--- config.mk ---
export PLATFORM = sky130hd
export DESIGN_NAME = top_k_frequency_tracker_core
export DESIGN_NICKNAME = d
export VERILOG_FILES = /design/src/rtl/tkft_pkg.sv /design/src/rtl/tkft_pair_cmp.sv /design/src/rtl/tkft_table.sv /design/src/rtl/top_k_frequency_tracker_core.sv
export SDC_FILE = /design/constraint.sdc
export NUM_CORES = 1
export LEC_CHECK = 0
export BUFFER_PORTS_ARGS = -buffer_cell sky130_fd_sc_hd__buf_2
export CAP_MARGIN = 0
export CORE_AREA = 2 2 245 247
export DETAILED_ROUTE_END_ITERATION = 12
export DIE_AREA = 0 0 247 249
export PLACE_DENSITY = 0.77
export SLEW_MARGIN = 15
export SYNTH_ARGS = -nofsm -noshare
export SYNTH_HDL_FRONTEND = slang
export SYNTH_HIERARCHICAL = 1
export SYNTH_SLANG_ARGS = --single-unit
--- constraint.sdc ---
create_clock -name clk -period 10.4 [get_ports clk]
set_clock_uncertainty 0.15 [all_clocks]
set_input_delay 1.04 -clock clk [delete_from_list [all_inputs] [get_ports clk]]
set_output_delay 1.04 -clock clk [all_outputs]
set_load 0.02 [all_outputs]
--- src/rtl/tkft_pkg.sv ---
// Shared types and constants for the top-k frequency tracker.
`default_nettype none

package tkft_pkg;

  localparam int unsigned TOP_ENTRIES = 10;
  localparam int unsigned COUNT_W     = 32;
  localparam int unsigned KEY_W       = 32;

  // Count sits above key, so a plain unsigned compare of the whole word
  // gives the lexicographic (count, key) order.
  typedef struct packed {
    logic [COUNT_W-1:0] count;
    logic [KEY_W-1:0]   key;
  } pair_t;

  typedef struct packed {
    logic lt;
    logic eq;
  } cmp_res_t;

  typedef struct packed {
    logic  en;
    pair_t data;
  } wr_req_t;

endpackage

`default_nettype wire

--- src/rtl/tkft_pair_cmp.sv ---
// Shared (count, key) pair comparator.
`default_nettype none

module tkft_pair_cmp (
  input  wire tkft_pkg::pair_t a,
  input  wire tkft_pkg::pair_t b,
  output tkft_pkg::cmp_res_t   res
);

  assign res.lt = (a < b);
  assign res.eq = (a == b);

endmodule

`default_nettype wire

--- src/rtl/tkft_table.sv ---
// Kept-pair table: one write port, one registered read port.
`default_nettype none

module tkft_table #(
  parameter int unsigned DEPTH  = tkft_pkg::TOP_ENTRIES,
  parameter int unsigned ADDR_W = 4
) (
  input  wire logic              clk,
  input  wire tkft_pkg::wr_req_t wr_req,
  input  wire logic [ADDR_W-1:0] wr_addr,
  input  wire logic              rd_en,
  input  wire logic [ADDR_W-1:0] rd_addr,
  output tkft_pkg::pair_t        rd_data
);

  tkft_pkg::pair_t mem [DEPTH];
  tkft_pkg::pair_t rd_data_r;

  always_ff @(posedge clk) begin
    if (wr_req.en) begin
      mem[wr_addr] <= wr_req.data;
    end
  end

  always_ff @(posedge clk) begin
    if (rd_en) begin
      rd_data_r <= mem[rd_addr];
    end
  end

  assign rd_data = rd_data_r;

endmodule

`default_nettype wire

--- src/rtl/top_k_frequency_tracker_core.sv ---
// Top level of the top-k frequency tracker: sequencer, table and comparator.
//
// Keeps the TOP_ENTRIES largest (count, key) pairs, count compared first.
// One request is taken at a time; in_ready is high only while the block is
// idle. A request that is appended to a table still filling, or dropped by a
// full table, passes through ST_INSERT alone. A request that replaces the
// minimum of a full table also passes through ST_SCAN, where the new minimum
// is found by streaming every slot through the single read port of the
// table into one shared comparator. A request flagged last then emits every
// kept entry in slot order, each read in ST_EMIT_RD and held in ST_EMIT_OUT
// until taken; the table is empty afterwards. No clearing pass after reset.
`default_nettype none

module top_k_frequency_tracker_core #(
  parameter int unsigned TOP_ENTRIES = tkft_pkg::TOP_ENTRIES
) (
  input  wire logic        clk,
  input  wire logic        rst_n,
  input  wire logic        in_valid,
  output logic             in_ready,
  input  wire logic [31:0] in_item_count,
  input  wire logic [31:0] in_item_key,
  input  wire logic        in_last_item,
  output logic             out_valid,
  input  wire logic        out_ready,
  output logic [31:0]      out_entry_count,
  output logic [31:0]      out_entry_key,
  output logic             out_last_entry
);

  localparam int unsigned SLOT_W = (TOP_ENTRIES > 1) ? $clog2(TOP_ENTRIES) : 1;
  localparam int unsigned FILL_W = $clog2(TOP_ENTRIES + 1);
  localparam logic [FILL_W-1:0] FILL_FULL = FILL_W'(TOP_ENTRIES);
  localparam logic [FILL_W-1:0] FILL_ONE  = FILL_W'(1);

  typedef enum logic [4:0] {
    ST_IDLE     = 5'b00001,
    ST_INSERT   = 5'b00010,
    ST_SCAN     = 5'b00100,
    ST_EMIT_RD  = 5'b01000,
    ST_EMIT_OUT = 5'b10000
  } state_t;

  state_t              state_r,    state_nxt;
  tkft_pkg::pair_t     item_r,     item_nxt;
  logic                last_r,     last_nxt;
  logic [FILL_W-1:0]   fill_r,     fill_nxt;
  logic [SLOT_W-1:0]   min_slot_r, min_slot_nxt;
  tkft_pkg::pair_t     min_r,      min_nxt;
  logic [FILL_W-1:0]   scan_idx_r, scan_idx_nxt;
  logic [SLOT_W-1:0]   emit_idx_r, emit_idx_nxt;

  tkft_pkg::pair_t     rd_data;
  tkft_pkg::pair_t     cmp_a;
  tkft_pkg::cmp_res_t  cmp_res;
  tkft_pkg::wr_req_t   wr_req;
  logic [SLOT_W-1:0]   wr_addr;
  logic                rd_en;
  logic [SLOT_W-1:0]   rd_addr;
  logic                full;
  logic                item_gt_min;
  logic [SLOT_W-1:0]   chk_slot;
  logic                emit_last;

  assign full        = (fill_r == FILL_FULL);
  assign item_gt_min = !cmp_res.lt && !cmp_res.eq;
  // Slot whose read data arrives this cycle during the rescan.
  assign chk_slot    = SLOT_W'(scan_idx_r - FILL_ONE);
  assign emit_last   = ((FILL_W'(emit_idx_r) + FILL_ONE) == fill_r);

  assign cmp_a = (state_r == ST_SCAN) ? rd_data : item_r;

  tkft_pair_cmp u_cmp (
    .a   (cmp_a),
    .b   (min_r),
    .res (cmp_res)
  );

  assign wr_req.en   = (state_r == ST_INSERT) && (!full || item_gt_min);
  assign wr_req.data = item_r;
  assign wr_addr     = full ? min_slot_r : fill_r[SLOT_W-1:0];

  assign rd_en   = ((state_r == ST_SCAN) && (scan_idx_r != FILL_FULL)) ||
                   (state_r == ST_EMIT_RD);
  assign rd_addr = (state_r == ST_SCAN) ? scan_idx_r[SLOT_W-1:0] : emit_idx_r;

  tkft_table #(
    .DEPTH  (TOP_ENTRIES),
    .ADDR_W (SLOT_W)
  ) u_table (
    .clk     (clk),
    .wr_req  (wr_req),
    .wr_addr (wr_addr),
    .rd_en   (rd_en),
    .rd_addr (rd_addr),
    .rd_data (rd_data)
  );

  always_comb begin
    state_nxt    = state_r;
    item_nxt     = item_r;
    last_nxt     = last_r;
    fill_nxt     = fill_r;
    min_slot_nxt = min_slot_r;
    min_nxt      = min_r;
    scan_idx_nxt = scan_idx_r;
    emit_idx_nxt = emit_idx_r;
    case (state_r)
      ST_IDLE: begin
        if (in_valid) begin
          item_nxt.count = in_item_count;
          item_nxt.key   = in_item_key;
          last_nxt       = in_last_item;
          state_nxt      = ST_INSERT;
        end
      end
      ST_INSERT: begin
        emit_idx_nxt = '0;
        if (!full) begin
          // Append; the first entry always becomes the minimum.
          fill_nxt = fill_r + FILL_ONE;
          if ((fill_r == '0) || cmp_res.lt) begin
            min_slot_nxt = fill_r[SLOT_W-1:0];
            min_nxt      = item_r;
          end
          state_nxt = last_r ? ST_EMIT_RD : ST_IDLE;
        end else if (item_gt_min) begin
          scan_idx_nxt = '0;
          state_nxt    = ST_SCAN;
        end else begin
          state_nxt = last_r ? ST_EMIT_RD : ST_IDLE;
        end
      end
      ST_SCAN: begin
        // Take slot 0 as the first candidate; later slots win only when smaller.
        if (scan_idx_r != '0) begin
          if ((scan_idx_r == FILL_ONE) || cmp_res.lt) begin
            min_nxt      = rd_data;
            min_slot_nxt = chk_slot;
          end
        end
        if (scan_idx_r == FILL_FULL) begin
          emit_idx_nxt = '0;
          state_nxt    = last_r ? ST_EMIT_RD : ST_IDLE;
        end else begin
          scan_idx_nxt = scan_idx_r + FILL_ONE;
        end
      end
      ST_EMIT_RD: begin
        state_nxt = ST_EMIT_OUT;
      end
      ST_EMIT_OUT: begin
        if (out_ready) begin
          if (emit_last) begin
            fill_nxt     = '0;
            min_slot_nxt = '0;
            state_nxt    = ST_IDLE;
          end else begin
            emit_idx_nxt = emit_idx_r + SLOT_W'(1);
            state_nxt    = ST_EMIT_RD;
          end
        end
      end
      default: begin
        state_nxt = ST_IDLE;
      end
    endcase
  end

  always_ff @(posedge clk) begin
    if (!rst_n) begin
      state_r    <= ST_IDLE;
      fill_r     <= '0;
      min_slot_r <= '0;
    end else begin
      state_r    <= state_nxt;
      fill_r     <= fill_nxt;
      min_slot_r <= min_slot_nxt;
    end
  end

  always_ff @(posedge clk) begin
    item_r     <= item_nxt;
    last_r     <= last_nxt;
    min_r      <= min_nxt;
    scan_idx_r <= scan_idx_nxt;
    emit_idx_r <= emit_idx_nxt;
  end

  assign in_ready        = (state_r == ST_IDLE);
  assign out_valid       = (state_r == ST_EMIT_OUT);
  assign out_entry_count = rd_data.count;
  assign out_entry_key   = rd_data.key;
  assign out_last_entry  = emit_last;

endmodule

`default_nettype wire

==> impl_metrics.json, run 1 <==
{
  "wl_met2_um": 36200,
  "netlist_area_sq_um": 35000,
  "rsz0062_at_grt": "no",
  "synth_top_area_cell": "edfxtp_1",
  "crit_path_max_fanout": 74,
  "die_area_sq_um": 61500,
  "yosysUniqueCellTypes": 63,
  "fillCellCount": 3859,
  "drc": 0,
  "switching_share_pct": 20.9,
  "fin_area_sq_um": 39100,
  "cts_sinks": 854,
  "clockRootBuffer": "clkbuf_16",
  "syn2layout_area_growth_pct": 11.6,
  "grt_max_degree": 152,
  "setup_violations": 0,
  "crit_slowest_cell": "nor2_4",
  "clkPwrFrac_pct": 41.4,
  "powerDensity_nw_per_um2": 186,
  "ant_nets": 0,
  "via_count": 18819,
  "m1WireLength_um": 31400,
  "cts_tree": "built",
  "netlist_top_cells_count": "841 x edfxtp_1, 291 x nand2_1, 193 x mux2_2",
  "critPathRequiredTime_ns": 10.49,
  "dp.cells": 2954,
  "syn-num-nets": 2265,
  "antenna_found_initial": 0,
  "dieHeight_um": 249,
  "max_freq_mhz": 143,
  "top_layer": "met4",
  "p_comb_share_pct": 4.0,
  "start_kind": "flip-flop",
  "wl_per_cell_um": 23.9,
  "leakagePower_nw": 13.8,
  "worst-slew-pin-transition_ns": 1.09,
  "maxCapViolCount": 0,
  "place_area_sq_um": 36300,
  "synth_edf_count": 841,
  "drive_gt1_share_pct": 24.3,
  "async_reset_ff_share_pct": 0,
  "wl_met3_um": 4870,
  "clock_path_buffers": 3,
  "ys_ff_latch": 854,
  "fin_crit_ns": 6.99,
  "ir_worst_vdd_mv": 0.141,
  "ioPinCount": 136,
  "track_usage_pct": 24.2,
  "antenna_cells": 0,
  "drt_iter0_drc": 1676,
  "worstPathCellList": "or3b_1, nor3_2, buf_4, nand2_1, nand2_1, ha_1, nand4_1, nor4_1, nand3_1, or3_1, a21oi_1, a211oi_1, nor2_1, nor2b_1, nor2_1, or3b_2, nor2_4, buf_4",
  "synth_top_area_share_pct": 72.2,
  "sequentialPowerShare_pct": 54.6,
  "first_pass_iters": 5,
  "final_nets": 2410,
  "cts_max_level": 3,
  "start_util_pct": 59.6,
  "ctsResizeCount": 0,
  "stdcell_count": 3107,
  "slew_headroom_pct": 27.2,
  "numCtsBuffers": 85,
  "fin_crit_sh_pct": 67.2,
  "cp_data_arrival_time_ns": 7.08,
  "synth_flop_cell": "edfxtp_1",
  "synth_seq_area_share_pct": 72.9,
  "syn_area_per_cell_sq_um": 16.5,
  "gp_congestion": 0.850,
  "cts.clk_slew.worst_paths_ns": 0.06,
  "avgViaCountPerCell": 6.06,
  "critical_path_class": "reg2reg",
  "yosys-top-cells-area": "edfxtp_1 72%, mux2_2 6.2%, mux2i_1 3.8%, nand2_1 3.1%, ha_1 2.6%",
  "grt-ovfl-total": 0,
  "final-seq-area_sq_um": 25500,
  "cts_setup_buffers": 0,
  "io_buffers": 135,
  "status": "finished, final reports clean",
  "hold_path.class": "reg2reg",
  "ys_warn_count": 6,
  "die_x_um": 247,
  "tns_ns": 0,
  "report.power.total_w": 0.00725,
  "multi_input_area_sq_um": 8680,
  "slew_violations": 0,
  "clk_latency_ns": 0.63,
  "hold_viol": 0,
  "cp-end-kind": "flip-flop",
  "netlist_instances": 2124,
  "p_sw_w": 0.00152,
  "core_sq_um": 58700,
  "ctsHoldBuffers": 0,
  "power.internal_w": 0.00574,
  "rows": 89,
  "grt_pass1_vias": 19140,
  "finalWirelength_um": 74200,
  "synth_most_common_cell": "edfxtp_1",
  "hpwl_um": 42100,
  "grt_pass1_wl_um": 112000,
  "max_stage_delay_ns": 0.76
}
## stage by stage
step,utilization (%),worst slack (ns),hold slack (ns)
after global routing,66.6,2.97,0.333
after detailed placement,61.9,3.27,0.310
after global placement,61.9,3.60,0.298
after CTS,66.5,3.19,0.319
after floorplan,-,1.36,0.289
final,66.6,3.41,0.317
## layout by cell type (no fill, tap or decap), types with 15 or more instances in the layout
cell,Yosys,routed
a21oi_1,31,31
a22o_1,64,64
buf_2,23,135
buf_4,15,25
clkbuf_1,37,18
clkbuf_16,0,86
clkinv_2,0,15
edfxtp_1,841,841
ha_1,72,72
inv_1,73,73
mux2_2,193,193
mux2i_1,133,133
nand2_1,291,289
nor2_1,35,27
o21ai_0,17,16
o22ai_1,66,66
o31ai_2,64,64
## registers in the layout (all words and copies together) (netlist names)
name / cells
item_r: 64
scan_idx_r: 4
u_table/rd_data: 64
u_table/mem: 640
fill_r: 4
emit_idx_r: 4
min_slot_r: 4
state_r: 5
min_r: 64
last_r: 1
## path summary, 6_finish.rpt
kind,slack [ns],from,depth (start not counted),end
max,3.41,state_r[2],18,u_table/mem[2][1]
max reg2reg,3.41,state_r[2],18,u_table/mem[2][1]
min reg2reg,0.32,min_slot_r[1],2,min_slot_r[1]
min,0.32,min_slot_r[1],2,min_slot_r[1]
## critical path: cells and delay by family, from the launching register on
kind,cells,cell delay (ns)
buffers and inverters,2,1.32
AOI/OAI and AO/OA,2,0.30
and+or+nand+nor,13,4.13
adders and majority gates,1,0.15
DFF,1,0.48
## power groups by stage
stage / Sequential (W) / Clock, W / Combinational, W
after floorplan: 0.00400 / 0 / 0.000207
after global placement: 0.00403 / 0 / 0.000275
after detailed placement: 0.00403 / 0 / 0.000288
after CTS: 0.00396 / 0.00304 / 0.000291
after global routing: 0.00397 / 0.00317 / 0.000318
final: 0.00396 / 0.00300 / 0.000289
## per-layer routing
metal / track usage [%] / vias up
met5: 0 / -
met4: 7.61 / 0
met3: 3.87 / 120
met2: 39.3 / 654
met1: 33.7 / 9598
li1: - / 8447
## layout make-up
type | count | area share, %
Timing Repair Buffer | 162 | 2.31
Multi-Input combinational cell | 1093 | 22.2
Inverter | 73 | 0.702
Sequential cell | 854 | 65.3
Clock inverter | 47 | 1.23
Clock buffer | 105 | 5.72
Tap cell | 773 | 2.48
## kinds of logic after synthesis
group	share of synthesized area, %
buf+inv	2.67
xor+xnor	0.318
fa+ha+maj	2.57
mux	10.0
simple gates	4.97
compound gates	6.54
flops	72.9
(Power assumes the default switching activity.)
==> run 2: changes to the inputs <==
--- a/config.mk
+++ b/config.mk
@@ -5,11 +5,12 @@
 export SDC_FILE = /design/constraint.sdc
 export NUM_CORES = 1
 export LEC_CHECK = 0
+export ABC_AREA = 1
 export BUFFER_PORTS_ARGS = -buffer_cell sky130_fd_sc_hd__buf_2
 export CAP_MARGIN = 0
-export CORE_AREA = 2 2 245 247
+export CORE_AREA = 2 2 251 253
 export DETAILED_ROUTE_END_ITERATION = 12
-export DIE_AREA = 0 0 247 249
+export DIE_AREA = 0 0 253 255
 export PLACE_DENSITY = 0.77
 export SLEW_MARGIN = 15
 export SYNTH_ARGS = -nofsm -noshare
==> constraint.sdc (replaced) <==
create_clock -name clk -period 6.6 [get_ports clk]
set_clock_uncertainty 0.15 [all_clocks]
set_input_delay 0.66 -clock clk [delete_from_list [all_inputs] [get_ports clk]]
set_output_delay 0.66 -clock clk [all_outputs]
set_load 0.02 [all_outputs]
==> run 2 against run 1 <==
Against the previous run:
- global-route usage up 1.2 points
- register-to-register slack worse by 2.2 ns
- routed wire length up 8.9%
- highest routed layer unchanged
- largest cell class unchanged
==> impl_metrics.json, run 2 <==
{
  "status": "finished, final reports clean",
  "fin_crit_sh_pct": 80.9,
  "crit_slowest_cell": "nor2_4",
  "ant_nets": 0,
  "setup_violations": 0,
  "die_x_um": 253,
  "synth_edf_count": 841,
  "switching_share_pct": 20.8,
  "gp_congestion": 0.862,
  "rows": 92,
  "regMostFlops": "u_table/mem",
  "r2r_end": "u_table/mem[8][29]",
  "grt_pass1_vias": 23083,
  "final_nets": 3632,
  "worstPathCellList": "inv_1, nor2_2, nand3_4, buf_4, nand2_1, nand2_1, ha_1, nand2_1, nor2_1, nand2_1, nor2_1, nand2_1, nand2_1, a21oi_1, nor2_1, nor3_1, nor2_1, nand3_1, nor2_4, buf_12",
  "path_buf_inv": 3,
  "powerDensity_nw_per_um2": 271,
  "min_from": "in_item_count[3]",
  "hold_path.class": "in2reg",
  "r2r_start": "state_r[2]",
  "path_delay_family": "simple AND/OR/NAND/NOR gates",
  "leakagePower_nw": 17.1,
  "slew_violations": 0,
  "netlist_instances": 3375,
  "start_util_pct": 59.2,
  "synth_most_common_cell": "nand2_1",
  "drc": 0,
  "grt_max_degree": 179,
  "dieHeight_um": 255,
  "cts.clk_slew.worst_paths_ns": 0.06,
  "cts_tree": "built",
  "synth_flop_cell": "edfxtp_1",
  "cts_setup_buffers": 0,
  "yosysUniqueCellTypes": 38,
  "hold-path-endpoint": "item_r[35]",
  "startpoint": "state_r[2]",
  "maxCapViolCount": 0,
  "worst-r2r-cell-count": 20,
  "syn-num-nets": 3516,
  "clockRootBuffer": "clkbuf_16",
  "mostFrequentLayoutCells": "1025 x nand2_1, 841 x edfxtp_1, 501 x inv_1, 405 x nand3_1, 170 x nor2_1",
  "max_stage_delay_ns": 0.70,
  "antenna_cells": 0,
  "report.power.total_w": 0.0110,
  "ir_worst_vdd_mv": 0.228,
  "clk_latency_ns": 0.64,
  "async_reset_ff_share_pct": 0,
  "cp_data_arrival_time_ns": 5.50,
  "critPathRequiredTime_ns": 6.76,
  "cts_sinks": 854,
  "avgViaCountPerCell": 5.44,
  "final_common_cell": "nand2_1",
  "cts_max_level": 3,
  "hpwl_um": 46900,
  "drive_gt1_share_pct": 9.74,
  "start_kind": "flip-flop",
  "die_area_sq_um": 64500,
  "fin_ws_ns": 1.26,
  "synth_top_area_share_pct": 68.6,
  "numCtsBuffers": 85,
  "grt-ovfl-total": 0,
  "cp_common_cell": "nand2_1",
  "p_comb_share_pct": 3.0,
  "slew_headroom_pct": 24.4,
  "hold_viol": 0,
  "wl_per_cell_um": 18.6,
  "power.internal_w": 0.00874,
  "core_sq_um": 62200,
  "rsz0062_at_grt": "no",
  "critical_path_class": "reg2reg",
  "track_usage_pct": 25.4,
  "clock_path_buffers": 3,
  "place_ws_ns": 1.33,
  "netlist_top_cells_count": "1026 x nand2_1, 841 x edfxtp_1, 503 x inv_1",
  "finalWirelength_um": 80700,
  "antenna_found_initial": 0,
  "holdPathStages": 1,
  "max_freq_mhz": 187,
  "first_pass_iters": 8,
  "worst-slew-pin-transition_ns": 1.13,
  "grt_pass1_wl_um": 126000,
  "p_sw_w": 0.00230,
  "tns_ns": 0,
  "io_buffers": 135,
  "cp-end-kind": "flip-flop",
  "via_count": 23691,
  "sequentialPowerShare_pct": 55.9,
  "drt_iter0_drc": 2341,
  "crit_path_max_fanout": 56,
  "r2r_slack_ns": 1.26,
  "largest_reg_flops": 640,
  "syn2layout_area_growth_pct": 10.8,
  "ctsResizeCount": 0,
  "ctsHoldBuffers": 0,
  "synth_seq_area_share_pct": 69.3,
  "ys_warn_count": 6,
  "netlist_area_sq_um": 36800,
  "yosys-top-cells-area": "edfxtp_1 69%, nand2_1 10%, nand3_1 5.5%, inv_1 5.1%, ha_1 2.4%",
  "clkPwrFrac_pct": 41.2,
  "ioPinCount": 136,
  "fin_crit_ns": 5.34,
  "syn_area_per_cell_sq_um": 10.9,
  "synth_top_area_cell": "edfxtp_1",
  "ys_ff_latch": 854
}
==> run 2: cell count changes after synthesis, moves of 31 or more <==
cell	previous run	this run
mux2_2	193	0
a22o_1	64	0
nand3_1	14	405
nand2_1	291	1026
o22ai_1	66	0
inv_1	73	503
buf_2	23	54
nor2_1	35	182
mux2i_1	133	0
o21ai_0	17	74
o31ai_2	64	0
==> run 2: routing by layer <==
layer | global-route usage, % | vias up | wire length, um
met5 | 0 | - | 0
met4 | 8.30 | 0 | 2160
met3 | 4.52 | 139 | 6820
met2 | 40.9 | 990 | 38300
met1 | 35.4 | 11260 | 33500
li1 | - | 11302 | -
==> run 2: power groups by stage <==
stage,logic (W),registers [W],clock network [W]
final,0.000329,0.00617,0.00454
after global routing,0.000375,0.00618,0.00482
after CTS,0.000329,0.00617,0.00461
after detailed placement,0.000326,0.00628,0
after global placement,0.000315,0.00628,0
after floorplan,0.000222,0.00623,0
==> run 2: worst max-delay path by stage <==
stage | slack (ns) | to | depth (start not counted)
floorplan | 0.68 | u_table/mem[4][0] | 20
finish | 1.26 | u_table/mem[8][29] | 20
detailed placement | 1.33 | u_table/mem[2][34] | 20
global placement | 1.53 | u_table/mem[8][29] | 20
CTS | 1.34 | u_table/mem[2][19] | 19
global route | 0.87 | u_table/mem[8][13] | 21
==> run 2: cell families after synthesis <==
group	after synthesis	share of synthesized area (%)
and+or+nand+nor	1663	19.0
xor gates and xnor gates	3	0.0714
AOI/OAI and AO/OA	121	1.71
DFF	854	69.3
buffers and inverters	662	7.43
adders and majority gates	72	2.45
==> run 2: through the flow <==
step	area (sq um)	utilization, %	std cells	hold WS (ns)
floorplan	36800	-	3375	0.336
global placement	38200	61.4	4203	0.350
detailed placement	38200	61.4	4203	0.356
CTS	40800	65.6	4352	0.0122
global route	40800	65.6	4352	0.0222
finish	40800	65.6	4352	0.0446
==> run 2: layout make-up <==
cell class | instances | area [sq um]
repair buffers | 176 | 1060
inverters | 515 | 1950
clock buffers | 103 | 2220
multi-input cells | 1859 | 8670
well taps | 799 | 1000
clock inverters | 46 | 364
fillers | 4505 | 21400
flip-flops and latches | 854 | 25500
==> run 2: worst reg2reg max path, cell delays in order (launching register included) <==
cell	delay (ns)
dfxtp_1	0.37
inv_1	0.08
nor2_2	0.14
nand3_4	0.33
buf_4	0.50
nand2_1	0.22
nand2_1	0.08
ha_1	0.32
nand2_1	0.08
nor2_1	0.14
nand2_1	0.14
nor2_1	0.39
nand2_1	0.11
nand2_1	0.12
a21oi_1	0.13
nor2_1	0.18
nor3_1	0.07
nor2_1	0.24
nand3_1	0.23
nor2_4	0.70
buf_12	0.29
